--- config.mk ---
export PLATFORM = sky130hd
export DESIGN_NAME = npr_front
export DESIGN_NICKNAME = d
export VERILOG_FILES = /design/src/hw/rtl/npr_pkg.sv /design/src/hw/rtl/npr_front.sv
export SDC_FILE = /design/constraint.sdc
export NUM_CORES = 2
export LEC_CHECK = 0
export BUFFER_PORTS_ARGS = -buffer_cell sky130_fd_sc_hd__clkbuf_2
export CAP_MARGIN = 20
export CORE_MARGIN = 2
export CORE_UTILIZATION = 45
export DETAILED_ROUTE_END_ITERATION = 7
export GPL_ROUTABILITY_DRIVEN = 1
export SETUP_SLACK_MARGIN = 0.05
export SYNTH_ARGS = -nofsm -noshare
export SYNTH_HDL_FRONTEND = slang
export SYNTH_SLANG_ARGS = --single-unit
export TNS_END_PERCENT = 30
--- constraint.sdc ---
create_clock -name clk -period 7.81 [get_ports clk]
set_input_delay 0.3905 -clock clk [delete_from_list [all_inputs] [get_ports clk]]
set_output_delay 0.3905 -clock clk [all_outputs]
set_load 0.03 [all_outputs]
--- src/hw/rtl/npr_pkg.sv ---
package npr_pkg;

  localparam int FRAC_BITS_DEF  = 10;
  localparam int MAX_WIDTH_DEF  = 256;
  localparam int MAX_HEIGHT_DEF = 256;

  localparam int COORD_W = 10;
  localparam int REG_W   = 12;
  localparam int SIZE_W  = 9;
  localparam int PIX_W   = 4;
  localparam int IDX_W   = 4;
  // dx = coord - center spans -2047..3071.
  localparam int DIFF_W  = 13;
  localparam int PROD_W  = DIFF_W + REG_W;
  localparam int SUM_W   = PROD_W + 2;

  // Queue between the front and the back.
  localparam int QDEPTH   = 8;
  localparam int QPTR_W   = $clog2(QDEPTH);
  localparam int QCNT_W   = $clog2(QDEPTH + 1);
  // Requests that can be in the front pipeline, including the one being accepted.
  localparam int INFLIGHT = 4;

  typedef enum logic [IDX_W-1:0] {
    REG_COS      = 4'd0,
    REG_SIN      = 4'd1,
    REG_DCX      = 4'd2,
    REG_DCY      = 4'd3,
    REG_SCX      = 4'd4,
    REG_SCY      = 4'd5,
    REG_SRC_W    = 4'd6,
    REG_SRC_H    = 4'd7
  } reg_idx_t;

  typedef enum logic {
    ACT_LOAD  = 1'b0,
    ACT_FETCH = 1'b1
  } act_t;

  typedef struct packed {
    act_t             action;
    logic             hit;
    logic             use_mask;
    logic [PIX_W-1:0] pixel;
    logic             transparent;
  } ctl_t;

  typedef struct packed {
    logic empty;
    logic nearly_full;
  } qstat_t;

endpackage

--- src/hw/rtl/npr_front.sv ---
module npr_front #(
  parameter int FRAC_BITS  = npr_pkg::FRAC_BITS_DEF,
  parameter int MAX_WIDTH  = npr_pkg::MAX_WIDTH_DEF,
  parameter int MAX_HEIGHT = npr_pkg::MAX_HEIGHT_DEF,
  parameter int XW         = $clog2(MAX_WIDTH),
  parameter int YW         = $clog2(MAX_HEIGHT)
) (
  input  logic                          clk,
  input  logic                          rst_n,
  input  logic                          start,
  output logic                          busy,
  input  logic                          in_action,
  input  logic [npr_pkg::COORD_W-1:0]   in_coord_x,
  input  logic [npr_pkg::COORD_W-1:0]   in_coord_y,
  input  logic [npr_pkg::PIX_W-1:0]     in_load_pixel,
  input  logic                          in_load_transparent,
  input  logic                          in_use_mask,
  input  logic                          cfg_valid,
  input  logic [npr_pkg::IDX_W-1:0]     cfg_index,
  input  logic [npr_pkg::REG_W-1:0]     cfg_data,
  input  npr_pkg::qstat_t               qstat,
  output logic                          push,
  output npr_pkg::ctl_t                 push_ctl,
  output logic [XW+YW-1:0]              push_addr
);

  localparam int AW = XW + YW;

  logic signed [npr_pkg::REG_W-1:0] cos_r, sin_r, dcx_r, dcy_r, scx_r, scy_r;
  logic [npr_pkg::SIZE_W-1:0]       src_w_r, src_h_r;

  logic                              accept;
  logic                              v1_r, v2_r, v3_r;
  npr_pkg::ctl_t                     c1_r, c2_r, c3_r;
  logic [AW-1:0]                     a1_r, a2_r, a3_r;
  logic signed [npr_pkg::DIFF_W-1:0] dx_r, dy_r;
  logic signed [npr_pkg::PROD_W-1:0] xc_r, xs_r, yc_r, ys_r;
  logic signed [npr_pkg::SUM_W-1:0]  su_r, sv_r;

  npr_pkg::ctl_t                     c1_nxt;
  logic [AW-1:0]                     a1_nxt;
  logic signed [npr_pkg::DIFF_W-1:0] dx_nxt, dy_nxt;
  logic signed [npr_pkg::SUM_W-1:0]  sx, sy;
  logic [npr_pkg::SIZE_W-1:0]        w_clamp, h_clamp;
  logic                              in_src;

  assign busy   = qstat.nearly_full;
  assign accept = start && !busy;

  always_ff @(posedge clk) begin
    if (!rst_n) begin
      cos_r   <= npr_pkg::REG_W'(1024);
      sin_r   <= '0;
      dcx_r   <= '0;
      dcy_r   <= '0;
      scx_r   <= '0;
      scy_r   <= '0;
      src_w_r <= npr_pkg::SIZE_W'(256);
      src_h_r <= npr_pkg::SIZE_W'(256);
    end else if (cfg_valid) begin
      case (npr_pkg::reg_idx_t'(cfg_index))
        npr_pkg::REG_COS:   cos_r   <= cfg_data;
        npr_pkg::REG_SIN:   sin_r   <= cfg_data;
        npr_pkg::REG_DCX:   dcx_r   <= cfg_data;
        npr_pkg::REG_DCY:   dcy_r   <= cfg_data;
        npr_pkg::REG_SCX:   scx_r   <= cfg_data;
        npr_pkg::REG_SCY:   scy_r   <= cfg_data;
        npr_pkg::REG_SRC_W: src_w_r <= cfg_data[npr_pkg::SIZE_W-1:0];
        npr_pkg::REG_SRC_H: src_h_r <= cfg_data[npr_pkg::SIZE_W-1:0];
        default: ;
      endcase
    end
  end

  // Stage 1: offsets from the destination center, and the store address for loads.
  always_comb begin
    dx_nxt = npr_pkg::DIFF_W'($signed({1'b0, in_coord_x})) - npr_pkg::DIFF_W'(dcx_r);
    dy_nxt = npr_pkg::DIFF_W'($signed({1'b0, in_coord_y})) - npr_pkg::DIFF_W'(dcy_r);
    c1_nxt.action      = npr_pkg::act_t'(in_action);
    c1_nxt.hit         = (32'(in_coord_x) < MAX_WIDTH) && (32'(in_coord_y) < MAX_HEIGHT);
    c1_nxt.use_mask    = in_use_mask;
    c1_nxt.pixel       = in_load_pixel;
    c1_nxt.transparent = in_load_transparent;
    a1_nxt             = {YW'(in_coord_y), XW'(in_coord_x)};
  end

  always_ff @(posedge clk) begin
    if (!rst_n) begin
      v1_r <= 1'b0;
      v2_r <= 1'b0;
      v3_r <= 1'b0;
    end else begin
      v1_r <= accept;
      v2_r <= v1_r;
      v3_r <= v2_r;
    end
  end

  always_ff @(posedge clk) begin
    if (accept) begin
      dx_r <= dx_nxt;
      dy_r <= dy_nxt;
      c1_r <= c1_nxt;
      a1_r <= a1_nxt;
    end
    // Stage 2: the four rotation products.
    xc_r <= npr_pkg::PROD_W'(dx_r) * npr_pkg::PROD_W'(cos_r);
    xs_r <= npr_pkg::PROD_W'(dx_r) * npr_pkg::PROD_W'(sin_r);
    yc_r <= npr_pkg::PROD_W'(dy_r) * npr_pkg::PROD_W'(cos_r);
    ys_r <= npr_pkg::PROD_W'(dy_r) * npr_pkg::PROD_W'(sin_r);
    c2_r <= c1_r;
    a2_r <= a1_r;
    // Stage 3: rotated offsets, still carrying the fraction bits.
    su_r <= npr_pkg::SUM_W'(xc_r) + npr_pkg::SUM_W'(ys_r);
    sv_r <= npr_pkg::SUM_W'(yc_r) - npr_pkg::SUM_W'(xs_r);
    c3_r <= c2_r;
    a3_r <= a2_r;
  end

  // Stage 4: floor by arithmetic shift, move to the source center and bound check.
  always_comb begin
    w_clamp = (32'(src_w_r) > MAX_WIDTH)  ? npr_pkg::SIZE_W'(MAX_WIDTH)  : src_w_r;
    h_clamp = (32'(src_h_r) > MAX_HEIGHT) ? npr_pkg::SIZE_W'(MAX_HEIGHT) : src_h_r;
    sx = (su_r >>> FRAC_BITS) + npr_pkg::SUM_W'(scx_r);
    sy = (sv_r >>> FRAC_BITS) + npr_pkg::SUM_W'(scy_r);
    in_src = !sx[npr_pkg::SUM_W-1] && !sy[npr_pkg::SUM_W-1]
          && (sx < npr_pkg::SUM_W'($signed({1'b0, w_clamp})))
          && (sy < npr_pkg::SUM_W'($signed({1'b0, h_clamp})));
    push     = v3_r;
    push_ctl = c3_r;
    push_addr = a3_r;
    if (c3_r.action == npr_pkg::ACT_FETCH) begin
      push_ctl.hit = in_src;
      push_addr    = {sy[YW-1:0], sx[XW-1:0]};
    end
  end

endmodule

==> results by group <==
Route
  – M1 wire length: 39200 µm
  – DRT Wirelength: 88100 µm
  – Drt drc: 0
  – Vias/cell: 5.09
  – Via count: 25.6k
  – 1st-iter DRT viols: 1323
  – DR WL met2: 41300 µm
  – Met3 wire length: 4330 µm
  – Final antenna-violating net count: 0
  – Pre-antenna DRT Iters: 5
  – Top routing layer used: met4
  – WL/cell: 17.5 µm

Clock network
  – Clock buffer depth: 3
  – CTS buffer count: 38
  – CTS Hold Buffers Added: 7
  – Clk pin slew, worst setup/hold paths: 0.06 ns
  – Root buf cell: clkbuf_16
  – Clk sinks: 323
  – Clock Latency Late Sink: 0.57 ns
  – # Post-CTS Setup Buffers: 0
  – Resized cells post-CTS: 0
  – H-tree depth: 2
  – TritonCTS clock tree: built

Hold path
  – Hold crit path type: in -> reg
  – Hold Startpoint: in_coord_y[0]

Finish
  – Filler Cells Inserted: 7694
  – Fraction of layout instances using a drive strength above 1: 5.72%
  – Final Non-Filler Cells: 5030
  – Layout area overhead: 7.74%
  – Ant diodes: 0
  – Final #Nets: 4915

Floorplan
  – Site Rows: 104
  – Die Ht: 288 µm
  – Boundary Pins: 75
  – Initial core utilization: 45.3%
  – Chip width: 288 µm
  – Total core area: 80200 µm²
  – Full die area: 83000 µm²

GRT
  – Vias in the first global route: 25.9k
  – Largest net degree at the start of global routing: 94
  – Initial antenna violation count: 8
  – Overflow after GRT: 0
  – GRT Total Usage: 22.3%
  – First-pass GRT wire length: 143000 µm

Yosys
  – Yosys warning count: 0
  – Synthesized area per cell: 9.26 µm²
  – Synth area leaders: fa_1, dfxtp_1, ha_1, inv_1, nand2_1
  – Gate Count Post-Synth: 3923
  – Synth unique cells: 72
  – Synth Register Bits: 323
  – Share of the synthesized area in the top cell type: 32.9%
  – Most frequent cell after synthesis: inv_1
  – Yosys top cell by area: fa_1
  – Synth Cell Area: 36300 µm²
  – Primary FF master, synth: dfxtp_1
  – Commonest cells in the netlist: inv_1, fa_1, nand2_1
  – EDFF count, synth: 50
  – Syn Nets: 4896
  – FFs w/ async S/R, synth: 0%
  – Sequential fraction of the synthesis area: 19.2%

Critical path
  – Worst setup EP type: register
  – Max FO, Critical Path: 24
  – Setup crit start kind: register
  – Critical Path Source: dy_r[10]
  – WP data required: 8.29 ns
  – WP data arrival: 6.93 ns
  – Setup Crit Path Kind: reg -> reg
  – Reg2Reg Launch Point: dy_r[10]
  – R2R setup slack: 1.36 ns

Timing
  – Worst-margin pin slew: 1.07 ns
  – Final hold vios: 0
  – TNS Setup: 0 ns
  – Max-slew violation count: 0
  – RSZ-0062 raised after global routing: no
  – Max Freq: 155 MHz
  – Skew final: 0.0255 ns
  – Final min period: 6.45 ns
  – Final period util: 82.6%
  – Count of final setup violators: 0
  – Slew headroom: 28.4%

Placement
  – Routability congestion estimate: 0.863
  – Port-buffer cells: 73
  – Post-DP HPWL: 69900 µm
  – Placed Instances: 4954

Power and ir drop
  – Clk pwr share: 32.7%
  – Sw Ratio: 34.9%
  – Seq pwr share: 37.7%
  – Combinational Power Share: 29.6%
  – Power density over the cells: 136 nW/µm²
  – P_leak: 19.3 nW
  – Internal: 3.45 mW
  – Net Switching: 1.85 mW
  – Max VDD drop: 0.000148 V

Flow run
  – Max Cap Viol: 0

Outcome
  – Status: finished, final reports clean
[cell usage in the layout, fill, tap and decap left out, types with 52 or more instances in the layout]
master	Yosys	routed
a21oi_1	94	94
and2_1	198	198
buf_4	9	60
clkbuf_2	0	73
dfxtp_1	273	271
fa_1	596	596
ha_1	328	328
inv_1	797	797
mux2i_1	52	52
nand2_1	547	547
nor2_1	133	133
nor2b_1	73	72
o21ai_0	56	56
xnor2_1	114	114
[logic make-up (layout without fill, tap and decap cells)]
kind of cell             count (synthesis)  count (layout)  share of synthesized area (%)
multiplexers                            68              68                           1.93
XOR/XNOR                               144             144                           3.47
flip-flops                             323             323                           19.2
adder cells (fa/ha/maj)                924             924                           44.2
buffers and inverters                  965            1012                           10.1
AO/OA/AOI/OAI                          366             366                           6.50
AND/OR/NAND/NOR                       1133            1133                           14.7
[power groups by stage]
stage               registers [mW]  logic, mW  clock network, mW
CTS                           2.01       1.57               1.78
finish                        2.00       1.57               1.73
detailed placement            2.04       1.56                  0
global route                  2.01       1.75               1.85
floorplan                     1.95       1.10                  0
global placement              2.04       1.55                  0
[layout make-up]
| cell class | instances | area [µm²] | area share [%] |
|---|---|---|---|
| clock inverter | 15 | 155 | 0.396 |
| inverter | 803 | 3020 | 7.71 |
| tap | 1060 | 1330 | 3.39 |
| clock buffer | 53 | 1060 | 2.71 |
| sequential | 323 | 6970 | 17.8 |
| timing repair buffer | 141 | 901 | 2.30 |
| multi-input combinational | 2635 | 25700 | 65.7 |
[sequential cells by signal, indices dropped and copies added (netlist names), 16 cells and up]
name and count:
a2_r 16, a3_r 16, sv_r 16, yc_r 25
ys_r 25, a1_r 16, xc_r 25, xs_r 25
su_r 16
[worst paths after layout]
kind / endpoint / depth (start not counted)
worst max register to register: ys_r[24] / 20
worst min register to register: push_ctl[5] / 0
worst max-delay path: ys_r[24] / 20
worst min-delay path: a1_r[8] / 1
[metal layers]
metal  GRT usage (%)  up-vias
met5               0        -
met1            30.8    12900
met3            2.57      111
met4            7.78        0
li1                -    12000
met2            36.3      584
[per-stage QoR]
step | cell area, µm² | hold WS, ns | utilization [%] | setup slack, ns | power (mW)
after CTS | 39100 | 0.00597 | 48.8 | 1.28 | 5.36
after detailed placement | 37800 | 0.312 | 47.2 | 1.34 | 3.60
after floorplan | 36300 | 0.310 | - | 2.22 | 3.05
final | 39100 | 0.0235 | 48.8 | 1.36 | 5.31
after global routing | 39100 | 0.0198 | 48.8 | 1.01 | 5.62
after global placement | 37800 | 0.310 | 47.2 | 1.31 | 3.58
[worst max-delay path, stage by stage, from the launching register on]
cell and delay (ns):
edfxtp_1 1.03, and2_1 0.26, fa_1 0.41, inv_1 0.08
fa_1 0.44, fa_1 0.51, inv_1 0.05, fa_1 0.52
inv_1 0.05, fa_1 0.47, inv_1 0.04, ha_1 0.34
nand2_1 0.09, o21ai_0 0.11, o31ai_1 0.50, o21ai_1 0.24
or4_1 0.50, nand3_1 0.11, nand4b_1 0.16, o31ai_1 0.29
xnor2_1 0.15
Power figures use the tool's default switching activity.
