<file path="config.mk">
export PLATFORM = sky130hd
export DESIGN_NAME = npr_queue
export DESIGN_NICKNAME = d
export VERILOG_FILES = /design/src/hw/rtl/npr_pkg.sv /design/src/hw/rtl/npr_queue.sv
export SDC_FILE = /design/constraint.sdc
export NUM_CORES = 1
export LEC_CHECK = 0
export BUFFER_PORTS_ARGS = -buffer_cell sky130_fd_sc_hd__buf_2
export CORE_AREA = 2 2 181 183
export CTS_CLUSTER_SIZE = 24
export DETAILED_ROUTE_END_ITERATION = 16
export DIE_AREA = 0 0 183 185
export PLACE_DENSITY = 0.49
export SLEW_MARGIN = 20
export SYNTH_ARGS = -nofsm -noshare
export SYNTH_HDL_FRONTEND = slang
export SYNTH_SLANG_ARGS = --single-unit
</file>
<file path="constraint.sdc">
create_clock -name clk -period 3.5 [get_ports clk]
set_input_delay 0.7 -clock clk [delete_from_list [all_inputs] [get_ports clk]]
set_output_delay 0.7 -clock clk [all_outputs]
set_load 0.01 [all_outputs]
</file>
<file path="src/hw/rtl/npr_pkg.sv">
package npr_pkg;

  localparam int FRAC_BITS_DEF  = 10;
  localparam int MAX_WIDTH_DEF  = 256;
  localparam int MAX_HEIGHT_DEF = 256;

  localparam int COORD_W = 10;
  localparam int REG_W   = 12;
  localparam int SIZE_W  = 9;
  localparam int PIX_W   = 4;
  localparam int IDX_W   = 4;
  // dx = coord - center spans -2047..3071.
  localparam int DIFF_W  = 13;
  localparam int PROD_W  = DIFF_W + REG_W;
  localparam int SUM_W   = PROD_W + 2;

  // Queue between the front and the back.
  localparam int QDEPTH   = 8;
  localparam int QPTR_W   = $clog2(QDEPTH);
  localparam int QCNT_W   = $clog2(QDEPTH + 1);
  // Requests that can be in the front pipeline, including the one being accepted.
  localparam int INFLIGHT = 4;

  typedef enum logic [IDX_W-1:0] {
    REG_COS      = 4'd0,
    REG_SIN      = 4'd1,
    REG_DCX      = 4'd2,
    REG_DCY      = 4'd3,
    REG_SCX      = 4'd4,
    REG_SCY      = 4'd5,
    REG_SRC_W    = 4'd6,
    REG_SRC_H    = 4'd7
  } reg_idx_t;

  typedef enum logic {
    ACT_LOAD  = 1'b0,
    ACT_FETCH = 1'b1
  } act_t;

  typedef struct packed {
    act_t             action;
    logic             hit;
    logic             use_mask;
    logic [PIX_W-1:0] pixel;
    logic             transparent;
  } ctl_t;

  typedef struct packed {
    logic empty;
    logic nearly_full;
  } qstat_t;

endpackage

</file>
<file path="src/hw/rtl/npr_queue.sv">
module npr_queue #(
  parameter int AW = 16
) (
  input  logic            clk,
  input  logic            rst_n,
  input  logic            push,
  input  npr_pkg::ctl_t   push_ctl,
  input  logic [AW-1:0]   push_addr,
  input  logic            pop,
  output npr_pkg::ctl_t   head_ctl,
  output logic [AW-1:0]   head_addr,
  output npr_pkg::qstat_t qstat
);

  localparam int EW = $bits(npr_pkg::ctl_t) + AW;

  logic [EW-1:0]               slot_r [npr_pkg::QDEPTH];
  logic [npr_pkg::QPTR_W-1:0]  wr_ptr_r, rd_ptr_r;
  logic [npr_pkg::QCNT_W-1:0]  count_r;

  always_ff @(posedge clk) begin
    if (!rst_n) begin
      wr_ptr_r <= '0;
      rd_ptr_r <= '0;
      count_r  <= '0;
    end else begin
      if (push) begin
        wr_ptr_r <= wr_ptr_r + 1'b1;
      end
      if (pop) begin
        rd_ptr_r <= rd_ptr_r + 1'b1;
      end
      if (push && !pop) begin
        count_r <= count_r + 1'b1;
      end else if (pop && !push) begin
        count_r <= count_r - 1'b1;
      end
    end
  end

  always_ff @(posedge clk) begin
    if (push) begin
      slot_r[wr_ptr_r] <= {push_ctl, push_addr};
    end
  end

  assign {head_ctl, head_addr} = slot_r[rd_ptr_r];
  assign qstat.empty       = (count_r == '0);
  // Leaves room for every request that may still be in the front pipeline.
  assign qstat.nearly_full =
      (count_r >= npr_pkg::QCNT_W'(npr_pkg::QDEPTH - npr_pkg::INFLIGHT));

endmodule

</file>
==> key figures, run 1 <==
Timing
  • Setup TNS: 0 ns
  • Final Critical Period: 2.956 ns
  • Measured slew at the worst slew-check pin: 0.7012 ns
  • Final hold violations: 0
  • Period utilisation layout: between 80% and 90%
  • Least setup slack across all paths after layout: 0.5437 ns
  • Layout Skew: 0.009732 ns
  • Max frequency: between 300 and 400 MHz
  • Unrepaired setup endpoints after global routing: no
  • Final setup vio count: 0
  • Count of final max-slew check failures: 0
  • Slew margin rel.: 53.26%

Synthesis
  • Cell area after synthesis: roughly 7900 sq um
  • Share of the yosys chip area belonging to registers: 76.31%
  • Post-synthesis net count: 380
  • Number of warning messages in the yosys log: 0
  • Syn Area/Cell: 22.82 sq um
  • Number of distinct library cell variants in the gate-level netlist after synthesis: 29
  • Post-synthesis cell count: ~350
  • Flops & latches, synth: 205

Power
  • Flop pwr share: between 50% and 60%
  • Fraction of power consumed by combinational cells: 9.3%
  • LEAKAGE: 3.058 nW
  • Clock network power share: 39.5%
  • Cell internal pwr: around 4.3 mW
  • Switching portion of total power: 21.90%
  • Total power per unit cell area: 575.3 nW/um^2
  • Switching power total: ~1.2 mW
  • Worst vdd rail ir drop: about 0.25 mV

Final layout
  • Core Util, Final: around 30%
  • Most frequent cells in the layout: 192 x sky130_fd_sc_hd__edfxtp_1, 53 x sky130_fd_sc_hd__buf_2, 48 x sky130_fd_sc_hd__mux4_2
  • Nets: 462
  • Layout overhead on the synthesized area: 20.06%
  • Share of layout cells above drive strength 1: around two fifths
  • Most common library cell in the layout ignoring fill and taps: sky130_fd_sc_hd__edfxtp_1

Clock tree
  • CTS Buf Count: 23
  • Post-CTS clock slew at the launch and capture registers of the worst setup and hold paths: 0.06 ns
  • Max H-tree Level: 1
  • Setup fix buffers added after clock tree synthesis: 0
  • Maximum root-to-sink buffer count: 3
  • CTS-repair resized insts: 0
  • Clock insertion delay at the later pin of the skew report: 0.50 ns
  • TritonCTS clock tree: built
  • TritonCTS Sinks: 205
  • Hold-fix buffer count after cts: 0
  • Root Driver: sky130_fd_sc_hd__clkbuf_16

Global routing
  • Total routing resource utilization after global routing: 9.638%
  • Vias in the first global route: 3934
  • Global route overflow: 0
  • Global-route wire length before repair: 24230 um
  • Initial antenna violation count: 1
  • Pin count of the biggest net entering global routing: 31

Placement
  • Worst slack at placement: 1.007 ns
  • Half-perimeter wire length after placement: 9832 um
  • Last weighted congestion value of the routability-driven placer: 0.6553
  • IO Port Bufs: 53

Worst hold path
  • Worst Hold Class: in -> reg

Route
  • DRC errors left: 0
  • TritonRoute pass-1 iters: 4
  • Number of vias in the routed layout: between 3000 and 4000
  • Average wire per standard cell: approximately 19 um
  • Count of routing violations after the opening detailed-route iteration: 195
  • Average vias per placed instance: between 4 and 5
  • Final Routed Wirelength: 16160 um
  • Antenna viol nets, final: 0

Floorplanning
  • Placeable Area: approximately 32000 sq um
  • Die footprint: 33860 sq um
  • Number of placement rows: 66
  • Starting density of the core: 24.64%
  • Count of boundary I/O pins: 54
  • Die Wd: 183 um
  • Die extent in y: 185 um

Worst setup path
  • Bufs and invs on worst path: 2
  • Crit path launch type: flop
  • Arr. time, crit path: 2.26 ns
  • Data required time at the worst endpoint: 2.80 ns
  • Critical Path End Type: primary output
  • Cell with the largest stage delay on the worst path: sky130_fd_sc_hd__dfxtp_2
  • Maximum single-stage delay on the critical path: 0.70 ns
  • Largest delay share family, worst path: flip-flops
  • Critical path type: reg -> out
  • Cell Chain, Critical Path: buf_12 -> mux4_2 -> mux2_2 -> buf_2
  • Largest fanout of any net on the critical path: 22

Job
  • Maxcap violations: 0

Run status
  • Status: completed
worst paths after layout:
check                             startpoint       endpoint  slack (ns)  cells after the start
worst min-delay path            push_addr[6]   slot_r[6][6]        0.47                      1
worst max register to register   wr_ptr_r[0]  slot_r[5][19]        1.70                      3
worst min register to register    count_r[3]     count_r[3]        0.47                      2
worst max-delay path                    flop   head_addr[0]        0.54                      4
per-stage QoR:
| stage | hold WS [ns] | cell area (sq um) | cells | power, mW |
|---|---|---|---|---|
| after floorplan | 0.4407 | 7896 | 346 | 3.174 |
| after global placement | 0.4554 | 8803 | 811 | 3.356 |
| after detailed placement | 0.4654 | 8803 | 811 | 3.372 |
| after CTS | 0.4459 | 9478 | 853 | 5.551 |
| after global routing | 0.4626 | 9478 | 853 | 5.694 |
| final | 0.4655 | 9480 | 854 | 5.454 |
synth_stat cells:
master | count | area share [%]
sky130_fd_sc_hd__a211oi_1 | 1 | 0.095
sky130_fd_sc_hd__a21oi_1 | 1 | 0.063
sky130_fd_sc_hd__a31oi_1 | 1 | 0.079
sky130_fd_sc_hd__and2_1 | 7 | 0.55
sky130_fd_sc_hd__buf_1 | 1 | 0.047
sky130_fd_sc_hd__buf_12 | 2 | 0.51
sky130_fd_sc_hd__buf_2 | 6 | 0.38
sky130_fd_sc_hd__buf_6 | 1 | 0.14
sky130_fd_sc_hd__clkbuf_1 | 4 | 0.19
sky130_fd_sc_hd__clkbuf_2 | 1 | 0.063
sky130_fd_sc_hd__dfxtp_1 | 13 | 3.3
sky130_fd_sc_hd__edfxtp_1 | 192 | 73
sky130_fd_sc_hd__fa_1 | 1 | 0.25
sky130_fd_sc_hd__ha_1 | 5 | 0.79
sky130_fd_sc_hd__inv_1 | 2 | 0.095
sky130_fd_sc_hd__mux2_2 | 12 | 1.7
sky130_fd_sc_hd__mux2_4 | 12 | 2.3
sky130_fd_sc_hd__mux2i_1 | 4 | 0.51
sky130_fd_sc_hd__mux4_2 | 48 | 14
sky130_fd_sc_hd__nand2_1 | 6 | 0.29
sky130_fd_sc_hd__nand2b_1 | 4 | 0.32
sky130_fd_sc_hd__nand3_1 | 1 | 0.063
sky130_fd_sc_hd__nor2_1 | 7 | 0.33
sky130_fd_sc_hd__nor2b_1 | 3 | 0.24
sky130_fd_sc_hd__nor3_1 | 3 | 0.19
sky130_fd_sc_hd__o21ai_0 | 1 | 0.063
sky130_fd_sc_hd__or2_2 | 1 | 0.079
sky130_fd_sc_hd__xnor2_1 | 4 | 0.44
sky130_fd_sc_hd__xor2_1 | 2 | 0.22
registers in the layout, summed over array words and instances, names as in the netlist, named ones only:
signal and flops:
count_r 4, rd_ptr_r 3, slot_r 192, wr_ptr_r 3
kinds of logic after synthesis:
family	after synthesis	synth area share, %
and+or+nand+nor	32	2.060
muxes	76	18.19
DFF	205	76.31
xor gates and xnor gates	6	0.6655
buffers and inverters	17	1.426
AOI/OAI and AO/OA	4	0.3010
adders and majority gates	6	1.046
power by group through the flow:
stage | combinational [mW] | clock (mW) | sequential (mW)
6_report | 0.505 | 2.15 | 2.80
3_3_place_gp | 0.512 | 0 | 2.84
5_1_grt | 0.558 | 2.33 | 2.80
2_1_floorplan | 0.344 | 0 | 2.83
4_1_cts | 0.525 | 2.23 | 2.80
3_5_place_dp | 0.524 | 0 | 2.85
metal layers:
metal / GRT usage, % / wire (um)
met1: 12.61 / 7108
met2: 16.29 / 7992
met3: 2.281 / 869
met4: 2.208 / 194
met5: 0 / 0
layout make-up:
cell class	instances	area (sq um)
Clock buffer	34	626.9
Tap cell	408	510.5
Inverter	2	7.507
Antenna cell	1	2.502
Clock inverter	8	47.55
Multi-Input combinational cell	124	1783
Timing Repair Buffer	72	470.5
Sequential cell	205	6032
Fill cell	3143	22560
(Power assumes the default switching activity.)
==> inputs of run 2 (changes only) <==
Settings changed: PLACE_DENSITY 0.49 to 0.51.
Clock period 3.5 ns to 2.71 ns, I/O delays scaled along.
==> run 2 against run 1 <==
- sequential power rose by 29%
- clock skew barely moved
- worst setup slack got worse by 0.48 ns
- via count fell by 0.91%
- power rose by 32%
- flip-flop and latch count did not move
- clock power rose by 34%
- critical path depth did not move
- non-clock buffer count rose by 5
- global-route usage fell by 0.40 points
- largest power group unchanged
==> key figures, run 2 (synthesized netlist as in run 1, its figures left out) <==
Run status
  • Status: completed

Global routing
  • Most utilized layer in the global route result: met2
  • Pin count of the biggest net entering global routing: 49 (+58%)
  • Met1 usage in global routing: 11.88% (-0.72 points)
  • Met2 Usage GRT: 15.76% (-0.53 points)
  • Total routing resource utilization after global routing: 9.234% (-0.40 points)
  • Vias in the first global route: 3958 (+0.61%)
  • Initial antenna violation count: 2 (+1)
  • Met3 Use GR: 2.222% (-0.059 points)
  • Global route overflow: 0 (unchanged)
  • Global-route wire length before repair: 23670 um (-2.3%)

Route
  • DRC errors left: 0 (unchanged)
  • Antenna viol nets, final: 0 (unchanged)
  • Number of vias in the routed layout: 3578 (-0.91%)
  • Final Routed Wirelength: 15680 um (-3.0%)
  • Average wire per standard cell: 18.31 um (-3.2%)
  • Count of routing violations after the opening detailed-route iteration: 189 (-3.1%)
  • Average vias per placed instance: 4.180 (-1.1%)
  • TritonRoute pass-1 iters: 4 (unchanged)

Worst setup path
  • Critical Path End Type: primary output
  • Largest fanout of any net on the critical path: 9 (-59%)
  • Data required time at the worst endpoint: 2.17 ns (-0.63 ns)
  • Crit path launch type: flop
  • Critical path type: reg -> out
  • Arr. time, crit path: 2.10 ns (-0.16 ns)

Timing
  • Slew margin rel.: 69.58% (+16 points)
  • Count of final max-slew check failures: 0 (unchanged)
  • Period utilisation layout: 97.47%
  • Unrepaired setup endpoints after global routing: yes
  • Final hold violations: 0 (unchanged)
  • Final setup vio count: 0 (unchanged)
  • Measured slew at the worst slew-check pin: 0.4548 ns (-0.2464 ns)
  • Layout Skew: 0.009700 ns (-0.00003169 ns)
  • Max frequency: 378.6 MHz
  • Final Critical Period: 2.641 ns

Power
  • Overall power after layout: 7.187 mW (+32%)
  • Worst vdd rail ir drop: 0.3143 mV (+23%)
  • Total power per unit cell area: 748.1 nW/um^2 (+30%)
  • LEAKAGE: 3.122 nW (+2.1%)
  • Cell internal pwr: 5.660 mW (+33%)
  • Flop pwr share: 50.2% (-1.1 points)
  • Switching power total: 1.527 mW (+28%)
  • Clock network power share: 40.2% (+0.7 points)
  • Switching portion of total power: 21.25% (-0.66 points)
  • Fraction of power consumed by combinational cells: 9.7% (+0.4 points)

Final layout
  • Most frequent cells in the layout: 192 x sky130_fd_sc_hd__edfxtp_1, 52 x sky130_fd_sc_hd__buf_2, 48 x sky130_fd_sc_hd__mux4_2
  • Largest registers: slot_r: 192 flops, count_r: 4 flops
  • Most common library cell in the layout ignoring fill and taps: sky130_fd_sc_hd__edfxtp_1
  • Final standard cell area without fillers: 9608 sq um (+1.3%)
  • Final cell count without fillers: 856 (+0.23%)
  • Nets: 467 (+1.1%)
  • Most flop-heavy register: slot_r
  • Max FFs per register: 192 (unchanged)
  • Layout overhead on the synthesized area: 21.68%
  • Core Util, Final: 29.99% (+0.40 points)
  • Share of layout cells above drive strength 1: 42.51% (+1.2 points)

Floorplanning
  • Die footprint: 33860 sq um (unchanged)
  • Placeable Area: 32040 sq um (unchanged)
  • Starting density of the core: 24.64% (unchanged)
  • Count of boundary I/O pins: 54 (unchanged)
  • Die extent in y: 185 um (unchanged)
  • Die Wd: 183 um (unchanged)
  • Number of placement rows: 66 (unchanged)

Clock tree
  • TritonCTS clock tree: built
  • TritonCTS Sinks: 205 (unchanged)
  • CTS Buf Count: 23 (unchanged)
  • Hold-fix buffer count after cts: 0 (unchanged)
  • Root Driver: sky130_fd_sc_hd__clkbuf_16
  • Maximum root-to-sink buffer count: 3 (unchanged)
  • Post-CTS clock slew at the launch and capture registers of the worst setup and hold paths: 0.06 ns (about the same)
  • Max H-tree Level: 1 (unchanged)
  • Clock insertion delay at the later pin of the skew report: 0.49 ns (about the same)

Worst hold path
  • Worst Hold Class: in -> reg

Placement
  • Count of placed standard cells including taps: 814 (+0.37%)
  • Half-perimeter wire length after placement: 9615 um (-2.2%)
  • IO Port Bufs: 53 (unchanged)
  • Last weighted congestion value of the routability-driven placer: 0.6709 (+2.4%)
  • Instance area after placement: 8837 sq um (+0.38%)

Job
  • Maxcap violations: 0 (unchanged)
run 2: cell types whose count changed in the layout (fill, tap and decap cells not counted), moves of 2 or more:
cell,previous run,this run
sky130_fd_sc_hd__nor3_4,0,2
sky130_fd_sc_hd__mux2_2,12,10
sky130_fd_sc_hd__nor3_2,2,0
sky130_fd_sc_hd__buf_4,14,16
sky130_fd_sc_hd__clkbuf_1,10,4
sky130_fd_sc_hd__clkinv_2,1,3
sky130_fd_sc_hd__bufinv_16,0,2
sky130_fd_sc_hd__mux2_4,12,14
run 2: stage by stage:
stage	setup TNS, ns	hold slack [ns]	setup slack (ns)
final	0	0.3087	0.06865
after global routing	-0.02156	0.3198	-0.008982
after detailed placement	0	0.4680	0.3542
after CTS	0	0.2947	0.008366
after floorplan	0	0.4407	0.6103
after global placement	0	0.4522	0.3628
run 2: power groups by stage:
| stage | clock network (mW) | registers [mW] | logic, mW |
|---|---|---|---|
| after global placement | 0 | 3.67 | 0.664 |
| after CTS | 2.96 | 3.60 | 0.700 |
| after global routing | 3.08 | 3.61 | 0.761 |
| after floorplan | 0 | 3.65 | 0.445 |
| final | 2.89 | 3.61 | 0.695 |
| after detailed placement | 0 | 3.68 | 0.681 |
run 2: cell type report:
class | instances | area (sq um)
Antenna cell | 1 | 2.502
Timing Repair Buffer | 77 | 551.8
Clock buffer | 27 | 590.6
Clock inverter | 12 | 111.4
Multi-Input combinational cell | 124 | 1803
Fill cell | 3084 | 22430
Inverter | 2 | 7.507
Sequential cell | 205 | 6031
Tap cell | 408 | 510.5
run 2: layer usage:
layer	vias to the layer above	routed length (um)
met4	2	276
met2	62	7630
met3	29	712
met1	1883	7044
li1	1602	-
met5	-	13
run 2: worst max-delay path: stages (launching register included):
cell	delay [ns]
sky130_fd_sc_hd__dfxtp_4	0.45
sky130_fd_sc_hd__buf_12	0.17
sky130_fd_sc_hd__mux4_2	0.51
sky130_fd_sc_hd__mux2_4	0.31
sky130_fd_sc_hd__buf_2	0.15
run 2: path summary, 6_finish.rpt:
path / startpoint / end / slack, ns / cells past startpoint
worst max-delay path: flop / head_addr[0] / 0.07 / 4
worst min-delay path: push_ctl[3] / slot_r[4][19] / 0.31 / 1
worst max register to register: wr_ptr_r[0] / slot_r[1][4] / 1.07 / 3
worst min register to register: count_r[3] / count_r[3] / 0.47 / 2
run 2: what timing repair did:
action	CTS	global route
cloned	0	1
gates resized for setup	0	5
endpoints found under the setup margin	19	3
buffers inserted	1	0
==> inputs of run 3 (changes only) <==
Settings changed: RECOVER_POWER set to 50.
==> run 3 against run 2 <==
- first-iteration DRC count rose by 2.6%
- worst setup slack improved by 0.0041 ns
- via count rose by 0.25%
- sequential power barely moved
- largest power group unchanged
- register-to-register slack got worse by 0.50 ns
- non-clock buffer count did not move
- critical path depth did not move
- fmax rose by 0.16%
- routed wire length barely moved
- sequential share of layout area rose by 0.35 points
- worst hold slack improved by 0.082 ns
- flip-flop and latch count did not move
==> key figures, run 3 (synthesized netlist as in run 1, its figures left out) <==
Placement
  • Instance area after placement: 8837 sq um (unchanged)
  • Half-perimeter wire length after placement: 9615 um (unchanged)
  • Last weighted congestion value of the routability-driven placer: 0.6709 (unchanged)
  • Worst slack at placement: 0.3542 ns (unchanged)
  • IO Port Bufs: 53 (unchanged)

Worst setup path
  • Reg-to-reg critical path startpoint: wr_ptr_r[2]
  • Largest delay share family, worst path: multiplexers
  • Depth of the most critical reg-to-reg path: 3 (unchanged)
  • Maximum single-stage delay on the critical path: 0.51 ns (about the same)
  • Cell with the largest stage delay on the worst path: sky130_fd_sc_hd__mux4_2
  • Cell Chain, Critical Path: buf_12 -> mux4_2 -> mux2_4 -> buf_2
  • Reg-to-Reg End: slot_r[4][4]
  • Data required time at the worst endpoint: 2.17 ns (about the same)
  • Reg-to-reg slack, setup: 0.57 ns (-0.50 ns)
  • Cell depth of the worst setup path: 4 (unchanged)
  • Bufs and invs on worst path: 2 (unchanged)
  • Crit path launch type: flop
  • Largest fanout of any net on the critical path: 9 (unchanged)
  • Critical path type: reg -> out
  • Arr. time, crit path: 2.10 ns (about the same)
  • Critical Path End Type: primary output

Timing
  • Layout Skew: 0.01074 ns (+0.001044 ns)
  • Final Critical Period: 2.637 ns (-0.004093 ns)
  • Slew margin rel.: 18.83% (-51 points)
  • Least setup slack across all paths after layout: 0.07275 ns (+0.004093 ns)
  • Final hold violations: 0 (unchanged)
  • Measured slew at the worst slew-check pin: 1.208 ns (+0.7534 ns)
  • Final setup vio count: 0 (unchanged)
  • Max frequency: 379.2 MHz (+0.16%)
  • Period utilisation layout: 97.32% (-0.15 points)
  • Setup TNS: 0 ns (unchanged)
  • Count of final max-slew check failures: 0 (unchanged)
  • Unrepaired setup endpoints after global routing: yes

Clock tree
  • Hold-fix buffer count after cts: 0 (unchanged)
  • Maximum root-to-sink buffer count: 3 (unchanged)
  • Post-CTS clock slew at the launch and capture registers of the worst setup and hold paths: 0.06 ns (about the same)
  • Clock insertion delay at the later pin of the skew report: 0.50 ns (about the same)
  • Max H-tree Level: 1 (unchanged)
  • TritonCTS clock tree: built
  • TritonCTS Sinks: 205 (unchanged)
  • CTS Buf Count: 23 (unchanged)
  • Root Driver: sky130_fd_sc_hd__clkbuf_16

Final layout
  • Final standard cell area without fillers: 9555 sq um (-0.55%)
  • Most flop-heavy register: slot_r
  • Most frequent cells in the layout: 192 x sky130_fd_sc_hd__edfxtp_1, 48 x sky130_fd_sc_hd__mux4_2, 31 x sky130_fd_sc_hd__clkbuf_1
  • Share of layout cells above drive strength 1: 36.02% (-6.5 points)
  • Core Util, Final: 29.82% (-0.16 points)
  • Largest registers: slot_r: 192 flops, count_r: 4 flops
  • Layout overhead on the synthesized area: 21.01%
  • Max FFs per register: 192 (unchanged)
  • Most common library cell in the layout ignoring fill and taps: sky130_fd_sc_hd__edfxtp_1
  • Nets: 467 (unchanged)

Floorplanning
  • Die footprint: 33860 sq um (unchanged)
  • Count of boundary I/O pins: 54 (unchanged)
  • Placeable Area: 32040 sq um (unchanged)
  • Number of placement rows: 66 (unchanged)
  • Die Wd: 183 um (unchanged)
  • Starting density of the core: 24.64% (unchanged)
  • Die extent in y: 185 um (unchanged)

Worst hold path
  • Worst Hold Class: in -> reg
  • Worst min-delay path endpoint: slot_r[4][19]
  • Count of cells along the worst hold path: 1 (unchanged)
  • Origin of the worst min-delay path: push_ctl[3]

Global routing
  • Global route overflow: 0 (unchanged)
  • Total routing resource utilization after global routing: 9.234% (unchanged)
  • Pin count of the biggest net entering global routing: 49 (unchanged)
  • Global-route wire length before repair: 23670 um (unchanged)
  • Initial antenna violation count: 2 (unchanged)
  • Vias in the first global route: 3958 (unchanged)

Job
  • Maxcap violations: 0 (unchanged)

Route
  • Final Routed Wirelength: 15670 um (about the same)
  • Number of vias in the routed layout: 3587 (+0.25%)
  • DRC errors left: 0 (unchanged)
  • Average wire per standard cell: 18.30 um (about the same)
  • TritonRoute pass-1 iters: 4 (unchanged)
  • Count of routing violations after the opening detailed-route iteration: 194 (+2.6%)
  • Average vias per placed instance: 4.190 (+0.25%)
  • Antenna viol nets, final: 0 (unchanged)

Power
  • Cell internal pwr: 5.654 mW (-0.12%)
  • LEAKAGE: 3.043 nW (-2.5%)
  • Switching power total: 1.526 mW (about the same)
  • Flop pwr share: 50.2% (about the same)
  • Clock network power share: 40.2% (about the same)
  • Fraction of power consumed by combinational cells: 9.6% (about the same)
  • Worst vdd rail ir drop: 0.3144 mV (about the same)
  • Total power per unit cell area: 751.3 nW/um^2 (+0.44%)
  • Switching portion of total power: 21.25% (about the same)

Run status
  • Status: completed
run 3: worst max path at each step:
| stage | from | end |
|---|---|---|
| 3_3_place_gp | flop | head_addr[0] |
| 3_5_place_dp | flop | head_addr[0] |
| 5_1_grt | flop | head_addr[1] |
| 4_1_cts | flop | head_addr[0] |
| 2_1_floorplan | push | slot_r[1][0] |
| 6_report | flop | head_addr[0] |
run 3: through the flow:
step	power (mW)	cells	hold WS (ns)
2_1_floorplan	4.099	346	0.4407
3_3_place_gp	4.335	814	0.4522
3_5_place_dp	4.360	814	0.4680
4_1_cts	7.266	854	0.2947
5_1_grt	7.446	855	0.3989
6_report	7.179	856	0.3906
run 3: metal layers:
metal	global-route usage, %	wire (um)	share of wire [%]	vias to the layer above
met1	11.88	6997	45	1891
met3	2.222	725	4.6	28
met4	2.208	267	1.7	2
li1	-	-	-	1602
met5	0	13	0.083	-
met2	15.76	7664	49	64
run 3: power by group through the flow:
| stage | clock [mW] | combinational, mW | sequential, mW |
|---|---|---|---|
| final | 2.89 | 0.688 | 3.61 |
| after global routing | 3.08 | 0.753 | 3.61 |
| after CTS | 2.96 | 0.700 | 3.60 |
| after detailed placement | 0 | 0.681 | 3.68 |
| after global placement | 0 | 0.664 | 3.67 |
| after floorplan | 0 | 0.445 | 3.65 |
run 3: what timing repair did:
action / in CTS / in global routing
gates cloned: 0 / 1
setup endpoints to repair: 19 / 3
gates resized for setup: 0 / 5
setup buffers: 1 / 0
run 3: final cells by class:
type / count / area (sq um)
flip-flops and latches: 205 / 6031
clock inverters: 12 / 111.4
multi-input cells: 124 / 1789
repair buffers: 77 / 513.0
fillers: 3093 / 22490
clock buffers: 27 / 590.6
inverters: 2 / 7.507
well taps: 408 / 510.5
diodes: 1 / 2.502
